$ cat config.mk
export PLATFORM = sky130hd
export DESIGN_NAME = swrm_ctrl
export DESIGN_NICKNAME = d
export VERILOG_FILES = /design/src/hdl/swrm_pkg.sv /design/src/hdl/swrm_ctrl.sv
export SDC_FILE = /design/constraint.sdc
export NUM_CORES = 1
export LEC_CHECK = 0
export BUFFER_PORTS_ARGS = -buffer_cell sky130_fd_sc_hd__clkbuf_2
export CORE_AREA = 2 2 39 41
export DETAILED_ROUTE_END_ITERATION = 12
export DIE_AREA = 0 0 41 43
export MAX_ROUTING_LAYER = met4
export PLACE_DENSITY_LB_ADDON = 0.2
export SETUP_SLACK_MARGIN = 0.4
export SLEW_MARGIN = 20
export SYNTH_ARGS = -nofsm -noshare
export SYNTH_HDL_FRONTEND = slang
export SYNTH_SLANG_ARGS = --single-unit
$ cat constraint.sdc
create_clock -name clk -period 1.8 [get_ports clk]
set_input_delay 0.09 -clock clk [delete_from_list [all_inputs] [get_ports clk]]
set_output_delay 0.09 -clock clk [all_outputs]
set_load 0.01 [all_outputs]
$ cat src/hdl/swrm_pkg.sv
`timescale 1ns / 1ps
package swrm_pkg;

  typedef enum logic [3:0] {
    ST_IDLE,
    ST_RDWAIT,
    ST_UPDATE,
    ST_MUL,
    ST_DIV,
    ST_SQRT,
    ST_DIGITS,
    ST_DONE
  } swrm_state_t;

  localparam logic [23:0] FULL_SCALE_MV_SQ = 24'd10890000;
  localparam logic [16:0] CODE_MAX_SQ      = 17'd65025;
  localparam logic [11:0] RMS_MAX          = 12'd3300;
  localparam logic [10:0] WINDOW_RESET     = 11'd1000;
  localparam logic [15:0] INTERVAL_RESET   = 16'd120;
  localparam logic        ADDR_WINDOW      = 1'b0;
  localparam logic        ADDR_INTERVAL    = 1'b1;

  // Commands from the controller to the datapath.
  typedef struct packed {
    logic load;
    logic update;
    logic mul;
    logic div_start;
    logic div_step;
    logic sqrt_start;
    logic sqrt_step;
    logic digit_step;
    logic finish;
  } swrm_cmd_t;

  typedef struct packed {
    logic div_last;
    logic sqrt_last;
    logic digit_last;
  } swrm_status_t;

endpackage

$ cat src/hdl/swrm_ctrl.sv
`timescale 1ns / 1ps
module swrm_ctrl (
  input  logic                  clk,
  input  logic                  rst_n,
  input  logic                  in_valid,
  output logic                  in_ready,
  output logic                  out_valid,
  input  logic                  out_ready,
  output swrm_pkg::swrm_cmd_t   cmd,
  input  swrm_pkg::swrm_status_t stat
);
  import swrm_pkg::*;

  swrm_state_t state_r, state_nxt;

  always_ff @(posedge clk) begin
    if (!rst_n) begin
      state_r <= ST_IDLE;
    end else begin
      state_r <= state_nxt;
    end
  end

  always_comb begin
    state_nxt = state_r;
    cmd = '0;
    in_ready = 1'b0;
    out_valid = 1'b0;
    unique case (state_r)
      ST_IDLE: begin
        in_ready = 1'b1;
        if (in_valid) begin
          cmd.load = 1'b1;
          state_nxt = ST_RDWAIT;
        end
      end
      ST_RDWAIT: state_nxt = ST_UPDATE;
      ST_UPDATE: begin
        cmd.update = 1'b1;
        state_nxt = ST_MUL;
      end
      ST_MUL: begin
        cmd.mul = 1'b1;
        cmd.div_start = 1'b1;
        state_nxt = ST_DIV;
      end
      ST_DIV: begin
        cmd.div_step = 1'b1;
        if (stat.div_last) begin
          state_nxt = ST_SQRT;
        end
      end
      ST_SQRT: begin
        cmd.sqrt_step = 1'b1;
        if (stat.sqrt_last) begin
          state_nxt = ST_DIGITS;
        end
      end
      ST_DIGITS: begin
        cmd.digit_step = 1'b1;
        if (stat.digit_last) begin
          cmd.finish = 1'b1;
          state_nxt = ST_DONE;
        end
      end
      ST_DONE: begin
        out_valid = 1'b1;
        if (out_ready) begin
          state_nxt = ST_IDLE;
        end
      end
      default: state_nxt = ST_IDLE;
    endcase
  end

  assert property (@(posedge clk) disable iff (!rst_n)
    (state_r == ST_DONE && !out_ready) |=> state_r == ST_DONE)
    else $error("result dropped while stalled");
  assert property (@(posedge clk) disable iff (!rst_n)
    (in_valid && in_ready) |=> state_r == ST_RDWAIT)
    else $error("accepted item not started");
  assert property (@(posedge clk) disable iff (!rst_n)
    !(in_ready && out_valid))
    else $error("input taken while result pending");
endmodule

[Word level (Yosys, flattened, before mapping)]
Cells that the tools add are included.
Word-level totals
  flip-flop bits (word level): 4
  input bits: 7
  output and inout bits: 11
  logic and storage cells: 31
Cells by class
  equal/unequal tests: 12
  multiplexer cells: 16
  reduce and logical (&&, ||, !) cells: 2
Operator list (number)
  $pmux 4 s8: 1
  $mux 4: 5
  $eq 4x3->1 const B: 4
  $ne 2x2->1 const B: 5
  $eq 4x2->1 const B: 2
  $mux 1: 8
  $reduce_and 5->1: 1
  $eq 4x1->1 const B: 1
  $logic_not 4->1: 1
  $mux 2: 2

[Longest topological paths before layout]
Gate-level depths: netlist of run 1.
  depth after elaboration: 3
  gate-level depth with buffers: 5
  gate-level depth less buffers: 4

[Worst setup path after synthesis of run 1]
No wires, ideal clock.
  path kind: reg2reg
  from: reg state_r[1]
  to: reg state_r[0]
  setup time: 0.072 ns
  arrival: 1.191 ns
  data required time: 1.728 ns
  slack: 0.538 ns
  stages on the path, launching flop included: 6
  buffers on the path: 1
  period minus slack after synthesis: 1.262 ns
  cell sequence: dfxtp_1 > buf_6 > or3_1 > o21ai_1 > a2111oi_2 > mux2i_1
On the way
  cells in the longest elaborated chain, start to end: 3
  elaborated cells on any way between the ends: 15
  classes of those cells: eq/ne: 12; mux: 1; reduce/logical: 2
RTL lines
  from (decl): RTL line swrm_ctrl.sv:14  | swrm_state_t state_r, state_nxt;
  from (signal assigned): RTL line swrm_ctrl.sv:20  | state_r <= state_nxt;
  $eq 4x3->1 / $logic_not 4->1 (equally long branches): RTL line swrm_ctrl.sv:29  | unique case (state_r)
  $ne 2x2->1 (no source line)
  $reduce_and 5->1 (no source line)
Parallel ways exist; a longest one is shown, timed or not.
A chain may end at the register's enable or synchronous reset.

[Final worst setup path of run 1]
  from: reg state_r[0]
  to: reg state_r[0]
Same word-level chain as after synthesis.

==> reports/summary.txt, run 1 <==
Outcome = completed
Worst-path fanout max = 12
WL per Instance = 8.88 microns
Clock sink count = 3
H-Tree Depth = 1
Dpl cell area = 342 sq um
Avg Cell Area, Syn = 7.75 sq um
Core footprint = 0.00138 sq mm
Top FF cell, synth = dfxtp_1
Hold path startpoint = rst_n
GPL Wtd Cong = 0.695
Area grow syn2layout = 35.0%
Met2 GRT Util = 8.44%
Hold Crit Depth = 3
Worst Setup Path Type = reg -> reg
Setup bufs post-CTS = 0
Global-route wire length before repair = 924 microns
Post-route cell area = 377 sq um
Pin count of the biggest net entering global routing = 13
Critical path endpoint category = flip-flop
CTS tree = yes
Drt total wl = 604 microns
Final period utilization = 74.7%
Register area share after synthesis = 21.5%
Min setup slack post-route = 0.456 ns
Antenna violations before repair = 0
F_max = 0.744 GHz
Routing usage on met1 = 12.2%
# setup viols final = 0
EDFF count, synth = 0
Clock Tree Buf Depth = 2
CTS Buf Count = 3
Port Buffers = 16
Global route overflow = 0
CP Cell Sequence = nor2b_1 -> nor3b_1 -> a2111oi_2 -> mux2i_1
Net Sw Frac = 38.9%
Hold Path Class = in -> reg
Die height = 43 microns
Post-synthesis register bit count = 3
Routed vias = 286
Nets = 60
Clk slew on worst S/H paths = 0.04 ns
Part of the power in combinational logic = 38.5%
Antenna diode count = 0
Critical path arrival = 1.51 ns
Top Usage Layer GRT = met1
CP Launch Type = flip-flop
Worst r2r src = state_r[0]$_SDFFE_PN0P_
Die width = 41 microns
Final HPWL DP = 468 microns
Sum of buffers and inverters on the critical path = 0
Syn_nets = 43
Worst R2R End = state_r[0]$_SDFFE_PN0P_
Full die area = 0.00176 sq mm
Global Route met3 Usage = 3.14%
Cells after Synth = 36
Register area = 63.8 sq um
Largest delay share family, worst path = flip-flops
Slew Viols, Final = 0
Initial drt markers = 4
Regs by FF count = state_r x3
Dpl ws = 0.312 ns
Power Density = 1100 mW/mm^2
Worst-Skew Late Latency = 0.24 ns
Initial core utilization = 20.2%
Largest Register = state_r
Post-DRT Antenna Nets = 0
Max cap viols = 0
Final hold violations = 0
Share of layout cells above drive strength 1 = 51.9%
Final worst path period need = 1.34 ns
Net Sw Power = 0.000161 W
Reg2Reg Depth = 4
Number of flip-flops in the largest register = 3
Worst clock skew = 0.00262 ns
Synthesized area = 279 sq um
CTS root buf = clkbuf_4
Maximum vdd ir drop = 0.227 mV
Via count of the first global-routing pass = 225
Unrepaired setup endpoints after global routing = yes
CP max stage cell = dfxtp_2
Power Internal = 0.000254 W
Yosys cell types = 23
Sequential Power Share = 32.0%
Lkg Pwr = 0.179 nW
Area of the multi-input gates = 179 sq um
Worst Hold Endpoint = state_r[0]$_SDFFE_PN0P_
First-pass iteration count of the detailed router = 2
FF-to-FF setup slack = 0.46 ns
Worst path max stage delay = 0.38 ns
# DRC = 0
# rows = 14
Worst Path Required = 1.96 ns
Post-DR vias/cell = 4.21
Yosys warnings = 0
Clock power share = 29.5%
Setup TNS = 0 ns
Post-synthesis async set-or-reset flop share = 0%
I/O pins = 18
Filler instances = 162
Gr usage total = 8.53%
Post-layout power = 0.000415 W
-- tightest hold or removal path, stage by stage --
cell,delay (ns)
clkbuf_2,0.11
nand2_1,0.06
mux2i_1,0.05
-- cell usage in the layout, fill, tap and decap left out --
master      n
nor2b_1     1
nor3b_1     2
and2_1      3
nor4_1      1
a21boi_0    1
conb_1      1
nor3b_2     1
clkbuf_1    1
o21ai_1     1
clkbuf_4    3
clkbuf_2   16
o21ai_0     3
dfxtp_2     3
nor3_1      2
nor4b_2     1
a21oi_1     1
a2111oi_2   1
nand2b_1    1
nor2_1      2
inv_1       1
nand2_1     2
nand2_2     1
inv_2       1
mux2i_1     1
or3_1       1
-- synth_stat cells (2+ instances only) --
cell type / count / area share [%]
and2_1: 3 / 6.7
buf_4: 2 / 5.4
buf_6: 2 / 8.1
dfxtp_1: 3 / 22
nand2_1: 2 / 2.7
nor2_1: 2 / 2.7
nor3_1: 2 / 3.6
nor3b_1: 3 / 8.1
o21ai_0: 3 / 5.4
-- routing by layer --
| metal | routed length [microns] | part of all wire (%) | vias to the layer above |
|---|---|---|---|
| met3 | 34 | 5.6 | 0 |
| met5 | 0 | 0 | - |
| met1 | 269 | 45 | 125 |
| met4 | 0 | 0 | 0 |
| li1 | - | - | 153 |
| met2 | 300 | 50 | 8 |
-- per-stage QoR --
step / hold slack (ns) / utilization (%) / std cells
5_1_grt: 0.159 / 27.2 / 68
6_report: 0.123 / 27.2 / 68
2_1_floorplan: 0.228 / - / 36
4_1_cts: 0.127 / 26.8 / 68
3_3_place_gp: 0.378 / 24.7 / 64
3_5_place_dp: 0.380 / 24.7 / 64
-- power groups by stage --
stage	sequential, W	combinational, W	clock (W)
after detailed placement	0.000129	0.000160	0
after floorplan	0.0000970	0.000169	0
after CTS	0.000130	0.000161	0.000127
final	0.000133	0.000160	0.000123
after global placement	0.000131	0.000163	0
after global routing	0.000141	0.000180	0.000131
-- cells by family after synthesis --
group,Yosys count,synth area share [%]
AOI/OAI and AO/OA,7,17.0
buffers and inverters,6,16.1
and+or+nand+nor,18,40.4
DFF,3,21.5
other,1,1.34
muxes,1,3.59
-- worst max-delay path by stage --
stage                         endpoint  cells past startpoint                    start  slack, ns
2_1_floorplan  state_r[0]$_SDFFE_PN0P_                      5  state_r[1]$_SDFFE_PN0P_       0.54
6_report       state_r[0]$_SDFFE_PN0P_                      4  state_r[0]$_SDFFE_PN0P_       0.46
5_1_grt        state_r[0]$_SDFFE_PN0P_                      4  state_r[0]$_SDFFE_PN0P_       0.34
3_3_place_gp   state_r[0]$_SDFFE_PN0P_                      4  state_r[0]$_SDFFE_PN0P_       0.32
4_1_cts        state_r[0]$_SDFFE_PN0P_                      4  state_r[1]$_SDFFE_PN0P_       0.36
3_5_place_dp   state_r[0]$_SDFFE_PN0P_                      4  state_r[0]$_SDFFE_PN0P_       0.31
-- timing repair --
action | in CTS | in global routing
hold buffers | 0 | 0
pin swaps | 0 | 1
resized for setup | 2 | 2
hold endpoints to repair | 0 | 0
endpoints found under the setup margin | 3 | 3
-- layout make-up --
class	count	area share [%]
flip-flops and latches	3	16.9
well taps	16	5.32
clock buffers	4	6.98
multi-input cells	27	47.5
inverters	2	1.99
repair buffers	16	21.3
Power figures use the tool's default switching activity.
==> run 2, diff against run 1 <==
Clock period 1.8 ns to 1.35 ns, I/O delays scaled along.
==> run 2 against run 1 <==
Against the previous run: clock power is 29% higher; clock skew is 0.00088 ns higher; flip-flop and latch count stayed put; power is 89% higher; largest cell class unchanged; largest power group unchanged.
==> reports/summary.txt, run 2 (synthesis results as in run 1) <==
Post-route cell area = 551 sq um (was 377 sq um)
Maximum vdd ir drop = 0.462 mV (was 0.227 mV)
WL per Instance = 11.5 microns (was 8.88 microns)
I/O pins = 18 (unchanged)
Clk slew on worst S/H paths = 0.04 ns (about the same)
Die width = 41 microns (unchanged)
Hold Path Class = in -> reg (unchanged)
Final worst path period need = 1.25 ns (was 1.34 ns)
Net Sw Power = 0.000304 W (was 0.000161 W)
Power Internal = 0.000480 W (was 0.000254 W)
Slew Viols, Final = 0 (unchanged)
Via count of the first global-routing pass = 277 (was 225)
Initial core utilization = 20.2% (unchanged)
Min setup slack post-route = 0.0958 ns (was 0.456 ns)
Worst-Skew Late Latency = 0.23 ns (was 0.24 ns)
CTS root buf = clkbuf_4 (unchanged)
CTS tree = yes (unchanged)
Unrepaired setup endpoints after global routing = yes (unchanged)
Dpl cell area = 379 sq um (was 342 sq um)
Commonest non-fill, non-tap cells in the layout = clkbuf_2, buf_2, buf_6 (was clkbuf_2, and2_1, o21ai_0, clkbuf_4, dfxtp_2)
Share of layout cells above drive strength 1 = 72.9% (was 51.9%)
Placed cell count = 69 (was 64)
# setup viols final = 0 (unchanged)
Dpl ws = 0.0292 ns (was 0.312 ns)
# rows = 14 (unchanged)
Largest Register = state_r (unchanged)
GPL Wtd Cong = 0.767 (was 0.695)
# DRC = 0 (unchanged)
Global route overflow = 0 (unchanged)
Post-DR vias/cell = 4.37 (was 4.21)
Die height = 43 microns (unchanged)
CTS Buf Count = 3 (unchanged)
Worst Setup Path Type = reg -> reg (unchanged)
Drt total wl = 866 microns (was 604 microns)
Final hold violations = 0 (unchanged)
Max cap viols = 0 (unchanged)
Critical path endpoint category = flip-flop (unchanged)
Number of flip-flops in the largest register = 3 (unchanged)
Worst clock skew = 0.00350 ns (was 0.00262 ns)
Clock power share = 20.3% (was 29.5%)
Area grow syn2layout = 97.3% (was 35.0%)
Antenna violations before repair = 0 (unchanged)
Post-DRT Antenna Nets = 0 (unchanged)
Post-layout power = 0.000784 W (was 0.000415 W)
Nets = 67 (was 60)
CP Launch Type = flip-flop (unchanged)
Gr usage total = 10.6% (was 8.53%)
Critical path arrival = 1.41 ns (was 1.51 ns)
Final HPWL DP = 549 microns (was 468 microns)
Outcome = completed (unchanged)
Worst-path fanout max = 6 (was 12)
Core footprint = 0.00138 sq mm (unchanged)
Net Sw Frac = 38.8% (was 38.9%)
Full die area = 0.00176 sq mm (unchanged)
Worst Path Required = 1.51 ns (was 1.96 ns)
Power Density = 1420 mW/mm^2 (was 1100 mW/mm^2)
F_max = 0.797 GHz (was 0.744 GHz)
Port Buffers = 16 (unchanged)
Routed vias = 328 (was 286)
First-pass iteration count of the detailed router = 2 (unchanged)
H-Tree Depth = 1 (unchanged)
Antenna diode count = 0 (unchanged)
Regs by FF count = state_r x3 (unchanged)
Clock sink count = 3 (unchanged)
Most common cell after layout, fill and taps aside = clkbuf_2 (unchanged)
Initial drt markers = 1 (was 4)
Sequential Power Share = 22.2% (was 32.0%)
Clock Tree Buf Depth = 2 (unchanged)
Part of the power in combinational logic = 57.5% (was 38.5%)
Global-route wire length before repair = 1120 microns (was 924 microns)
Hold WS = 0.104 ns (was 0.123 ns)
Layout Cells excl Fill = 75 (was 68)
Lkg Pwr = 0.256 nW (was 0.179 nW)
Pin count of the biggest net entering global routing = 8 (was 13)
Final period utilization = 92.9% (was 74.7%)
-- run 2: cell types whose count changed in the layout (fill, tap and decap cells not counted), moves of 2 or more --
cell      change
dfxtp_4       +3
dfxtp_2       -3
buf_4         +3
nor3b_2       +2
nor2_4        +2
clkbuf_2      -7
nor2_1        -2
nor3b_1       -2
nor3_1        -2
buf_6         +5
buf_2         +6
-- run 2: what timing repair did --
action,4_1_cts,5_1_grt
buffers inserted,1,1
endpoints found under the hold margin,0,0
hold buffers,0,0
setup endpoints to repair,13,13
gates resized for setup,18,19
pin swaps,2,5
-- run 2: final cells by class --
| cell class | count | area (sq um) |
|---|---|---|
| clock buffer | 4 | 26.3 |
| fill | 138 | 833 |
| inverter | 2 | 10.0 |
| multi-input combinational | 27 | 269 |
| sequential | 3 | 71.3 |
| tap | 16 | 20.0 |
| timing repair buffer | 23 | 154 |
-- run 2: worst paths after layout --
check	start	end	slack (ns)	cells past startpoint
worst min register to register	state_r[1]$_SDFFE_PN0P_	state_r[1]$_SDFFE_PN0P_	0.62	3
worst max-delay path	state_r[0]$_SDFFE_PN0P_	state_r[0]$_SDFFE_PN0P_	0.1	4
worst min-delay path	rst_n	state_r[0]$_SDFFE_PN0P_	0.10	3
worst max register to register	state_r[0]$_SDFFE_PN0P_	state_r[0]$_SDFFE_PN0P_	0.1	4
-- run 2: worst max-delay path, stage by stage (launching register included) --
cell	delay, ns
dfxtp_4	0.39
or3_4	0.14
o21ai_4	0.06
a2111oi_4	0.37
mux2i_1	0.22
-- run 2: metrics by stage --
step                      util, %  setup TNS [ns]
after floorplan                 -               0
after global placement       27.4               0
after detailed placement     27.4               0
after CTS                    35.4               0
after global routing         39.8        -0.00683
final                        39.8               0
-- run 2: power groups by stage --
stage | sequential [W] | clock, W | combinational [W]
after floorplan | 0.000129 | 0 | 0.000226
after global placement | 0.000150 | 0 | 0.000306
after detailed placement | 0.000149 | 0 | 0.000299
after CTS | 0.000160 | 0.000167 | 0.000386
after global routing | 0.000179 | 0.000175 | 0.000484
final | 0.000174 | 0.000159 | 0.000451
-- run 2: routing by layer --
metal	up-vias	part of all wire [%]	GRT usage [%]
li1	167	-	-
met2	8	62	15.6
met5	-	0	-
met3	0	3.3	1.57
met4	0	0	12.0
met1	153	35	10.3
==> run 3, diff against run 2 <==
Settings changed: SETUP_SLACK_MARGIN 0.4 to default.
==> run 3 against run 2 <==
Against the previous run: first-iteration DRC count increased by 100%; routed wire length decreased by 16%; maximum frequency decreased by 3.3%; clock skew increased by 0.00074 ns; clock power about the same; register-to-register slack got worse by 0.04 ns; critical path depth unchanged; core utilization decreased by 7.7 points; worst hold slack got worse by 0.0090 ns; largest power group unchanged.
==> reports/summary.txt, run 3 (synthesis results as in run 1) <==
Outcome = completed (unchanged)
Antenna violations before repair = 0 (unchanged)
Net Sw Power = 0.000244 W (was 0.000304 W)
Power Density = 1480 mW/mm^2 (was 1420 mW/mm^2)
Part of the power in combinational logic = 51.4% (was 57.5%)
Post-route cell area = 444 sq um (was 551 sq um)
Filler instances = 155 (was 138)
Die height = 43 microns (unchanged)
I/O pins = 18 (unchanged)
F_max = 0.771 GHz (was 0.797 GHz)
Pin count of the biggest net entering global routing = 8 (unchanged)
FF-to-FF setup slack = 0.05 ns (was 0.1 ns)
Nets = 66 (was 67)
Initial drt markers = 2 (was 1)
# DRC = 0 (unchanged)
Number of flip-flops in the largest register = 3 (unchanged)
CP Launch Type = flip-flop (unchanged)
Final worst path period need = 1.30 ns (was 1.25 ns)
Final hold violations = 0 (unchanged)
Worst clock skew = 0.00423 ns (was 0.00350 ns)
Worst Setup Path Type = reg -> reg (unchanged)
Via count of the first global-routing pass = 297 (was 277)
Maximum vdd ir drop = 0.365 mV (was 0.462 mV)
Largest Register = state_r (unchanged)
Antenna diode count = 0 (unchanged)
Sequential Power Share = 23.9% (was 22.2%)
Post-DRT Antenna Nets = 0 (unchanged)
CTS Buf Count = 3 (unchanged)
Max cap viols = 0 (unchanged)
Port Buffers = 16 (unchanged)
Worst r2r src = state_r[0]$_SDFFE_PN0P_ (unchanged)
Hold WS = 0.0952 ns (was 0.104 ns)
Clock sink count = 3 (unchanged)
Die width = 41 microns (unchanged)
Register area = 63.8 sq um (was 71.3 sq um)
Full die area = 0.00176 sq mm (unchanged)
Most common cell after layout, fill and taps aside = clkbuf_2 (unchanged)
Hold path startpoint = rst_n (unchanged)
Worst Path Required = 1.46 ns (was 1.51 ns)
Commonest non-fill, non-tap cells in the layout = clkbuf_2, buf_4 (was clkbuf_2, buf_2, buf_6)
Area grow syn2layout = 59.2% (was 97.3%)
Global-route wire length before repair = 1140 microns (was 1120 microns)
Worst Hold Endpoint = state_r[0]$_SDFFE_PN0P_ (unchanged)
# rows = 14 (unchanged)
WL per Instance = 9.86 microns (was 11.5 microns)
Clock Tree Buf Depth = 2 (unchanged)
Critical path arrival = 1.41 ns (about the same)
Dpl cell area = 387 sq um (was 379 sq um)
# setup viols final = 0 (unchanged)
Core footprint = 0.00138 sq mm (unchanged)
Worst-Skew Late Latency = 0.24 ns (was 0.23 ns)
Hold Path Class = in -> reg (unchanged)
Gr usage total = 10.5% (was 10.6%)
GPL Wtd Cong = 0.740 (was 0.767)
Hold Crit Depth = 3 (unchanged)
Layout Utilization = 32.1% (was 39.8%)
Worst-margin pin slew = 0.542 ns
Initial core utilization = 20.2% (unchanged)
Final period utilization = 96.1% (was 92.9%)
Slew Viols, Final = 0 (unchanged)
Clk slew on worst S/H paths = 0.04 ns (about the same)
Worst-path fanout max = 7 (was 6)
Slew headroom = 63.5%
Drt total wl = 730 microns (was 866 microns)
CTS tree = yes (unchanged)
Power Internal = 0.000413 W (was 0.000480 W)
Routed vias = 318 (was 328)
Reg2Reg Depth = 4 (unchanged)
Worst R2R End = state_r[0]$_SDFFE_PN0P_ (unchanged)
CTS root buf = clkbuf_4 (unchanged)
Global route overflow = 0 (unchanged)
Lkg Pwr = 0.214 nW (was 0.256 nW)
Net Sw Frac = 37.2% (was 38.8%)
Area of the multi-input gates = 201 sq um (was 269 sq um)
Share of layout cells above drive strength 1 = 60.3% (was 72.9%)
Post-DR vias/cell = 4.30 (was 4.37)
Hold Buf Count CTS = 0 (unchanged)
Regs by FF count = state_r x3 (unchanged)
Clock power share = 24.7% (was 20.3%)
H-Tree Depth = 1 (unchanged)
First-pass iteration count of the detailed router = 2 (unchanged)
Critical path endpoint category = flip-flop (unchanged)
Final HPWL DP = 550 microns (was 549 microns)
[run 3: cell count changes in the layout (fill, tap and decap cells not counted), sizes merged]
cell / previous run / this run
buf: 14 / 6
clkbuf: 13 / 20
[run 3: worst max path at each step]
stage                              end  slack, ns                    start  cells after the start
6_report       state_r[0]$_SDFFE_PN0P_       0.05  state_r[0]$_SDFFE_PN0P_                      4
5_1_grt        state_r[0]$_SDFFE_PN0P_      -0.01  state_r[0]$_SDFFE_PN0P_                      4
4_1_cts        state_r[0]$_SDFFE_PN0P_       0.02  state_r[0]$_SDFFE_PN0P_                      4
3_5_place_dp   state_r[0]$_SDFFE_PN0P_      -0.07  state_r[0]$_SDFFE_PN0P_                      4
3_3_place_gp   state_r[0]$_SDFFE_PN0P_      -0.03  state_r[0]$_SDFFE_PN0P_                      4
2_1_floorplan  state_r[0]$_SDFFE_PN0P_       0.09  state_r[1]$_SDFFE_PN0P_                      5
[run 3: what timing repair did]
action,CTS,global route
setup endpoints to repair,3,4
buffers inserted,0,0
resized for setup,2,5
pin swaps,1,1
[run 3: critical path, stage by stage (launching register included)]
cell and delay, ns:
dfxtp_2 0.35, buf_4 0.16, nor4b_2 0.43, a2111oi_4 0.09, mux2i_1 0.14
[run 3: cell type report]
cell class / count / share of cell area (%)
Clock buffer: 4 / 5.92
Inverter: 2 / 1.69
Multi-Input combinational cell: 27 / 45.4
Tap cell: 16 / 4.51
Timing Repair Buffer: 22 / 28.2
Sequential cell: 3 / 14.4
[run 3: routing by layer]
metal,share of wire (%),global-route usage (%),vias up
li1,-,-,165
met1,45,11.9,141
met2,50,12.8,10
met3,3.6,6.28,2
met4,1.4,8.00,0
met5,0,-,-
[run 3: power by group through the flow]
stage | combinational (W) | sequential, W | clock [W]
floorplan | 0.000226 | 0.000129 | 0
global placement | 0.000308 | 0.000153 | 0
detailed placement | 0.000304 | 0.000153 | 0
CTS | 0.000307 | 0.000156 | 0.000166
global route | 0.000375 | 0.000165 | 0.000175
finish | 0.000338 | 0.000157 | 0.000162
[run 3: metrics by stage]
step	std cells	setup TNS, ns	setup WS [ns]	total power [W]
2_1_floorplan	36	0	0.0875	0.000355
3_3_place_gp	70	-0.0451	-0.0334	0.000461
3_5_place_dp	70	-0.102	-0.0750	0.000457
4_1_cts	74	0	0.0198	0.000629
5_1_grt	74	-0.0134	-0.0134	0.000715
6_report	74	0	0.0524	0.000657
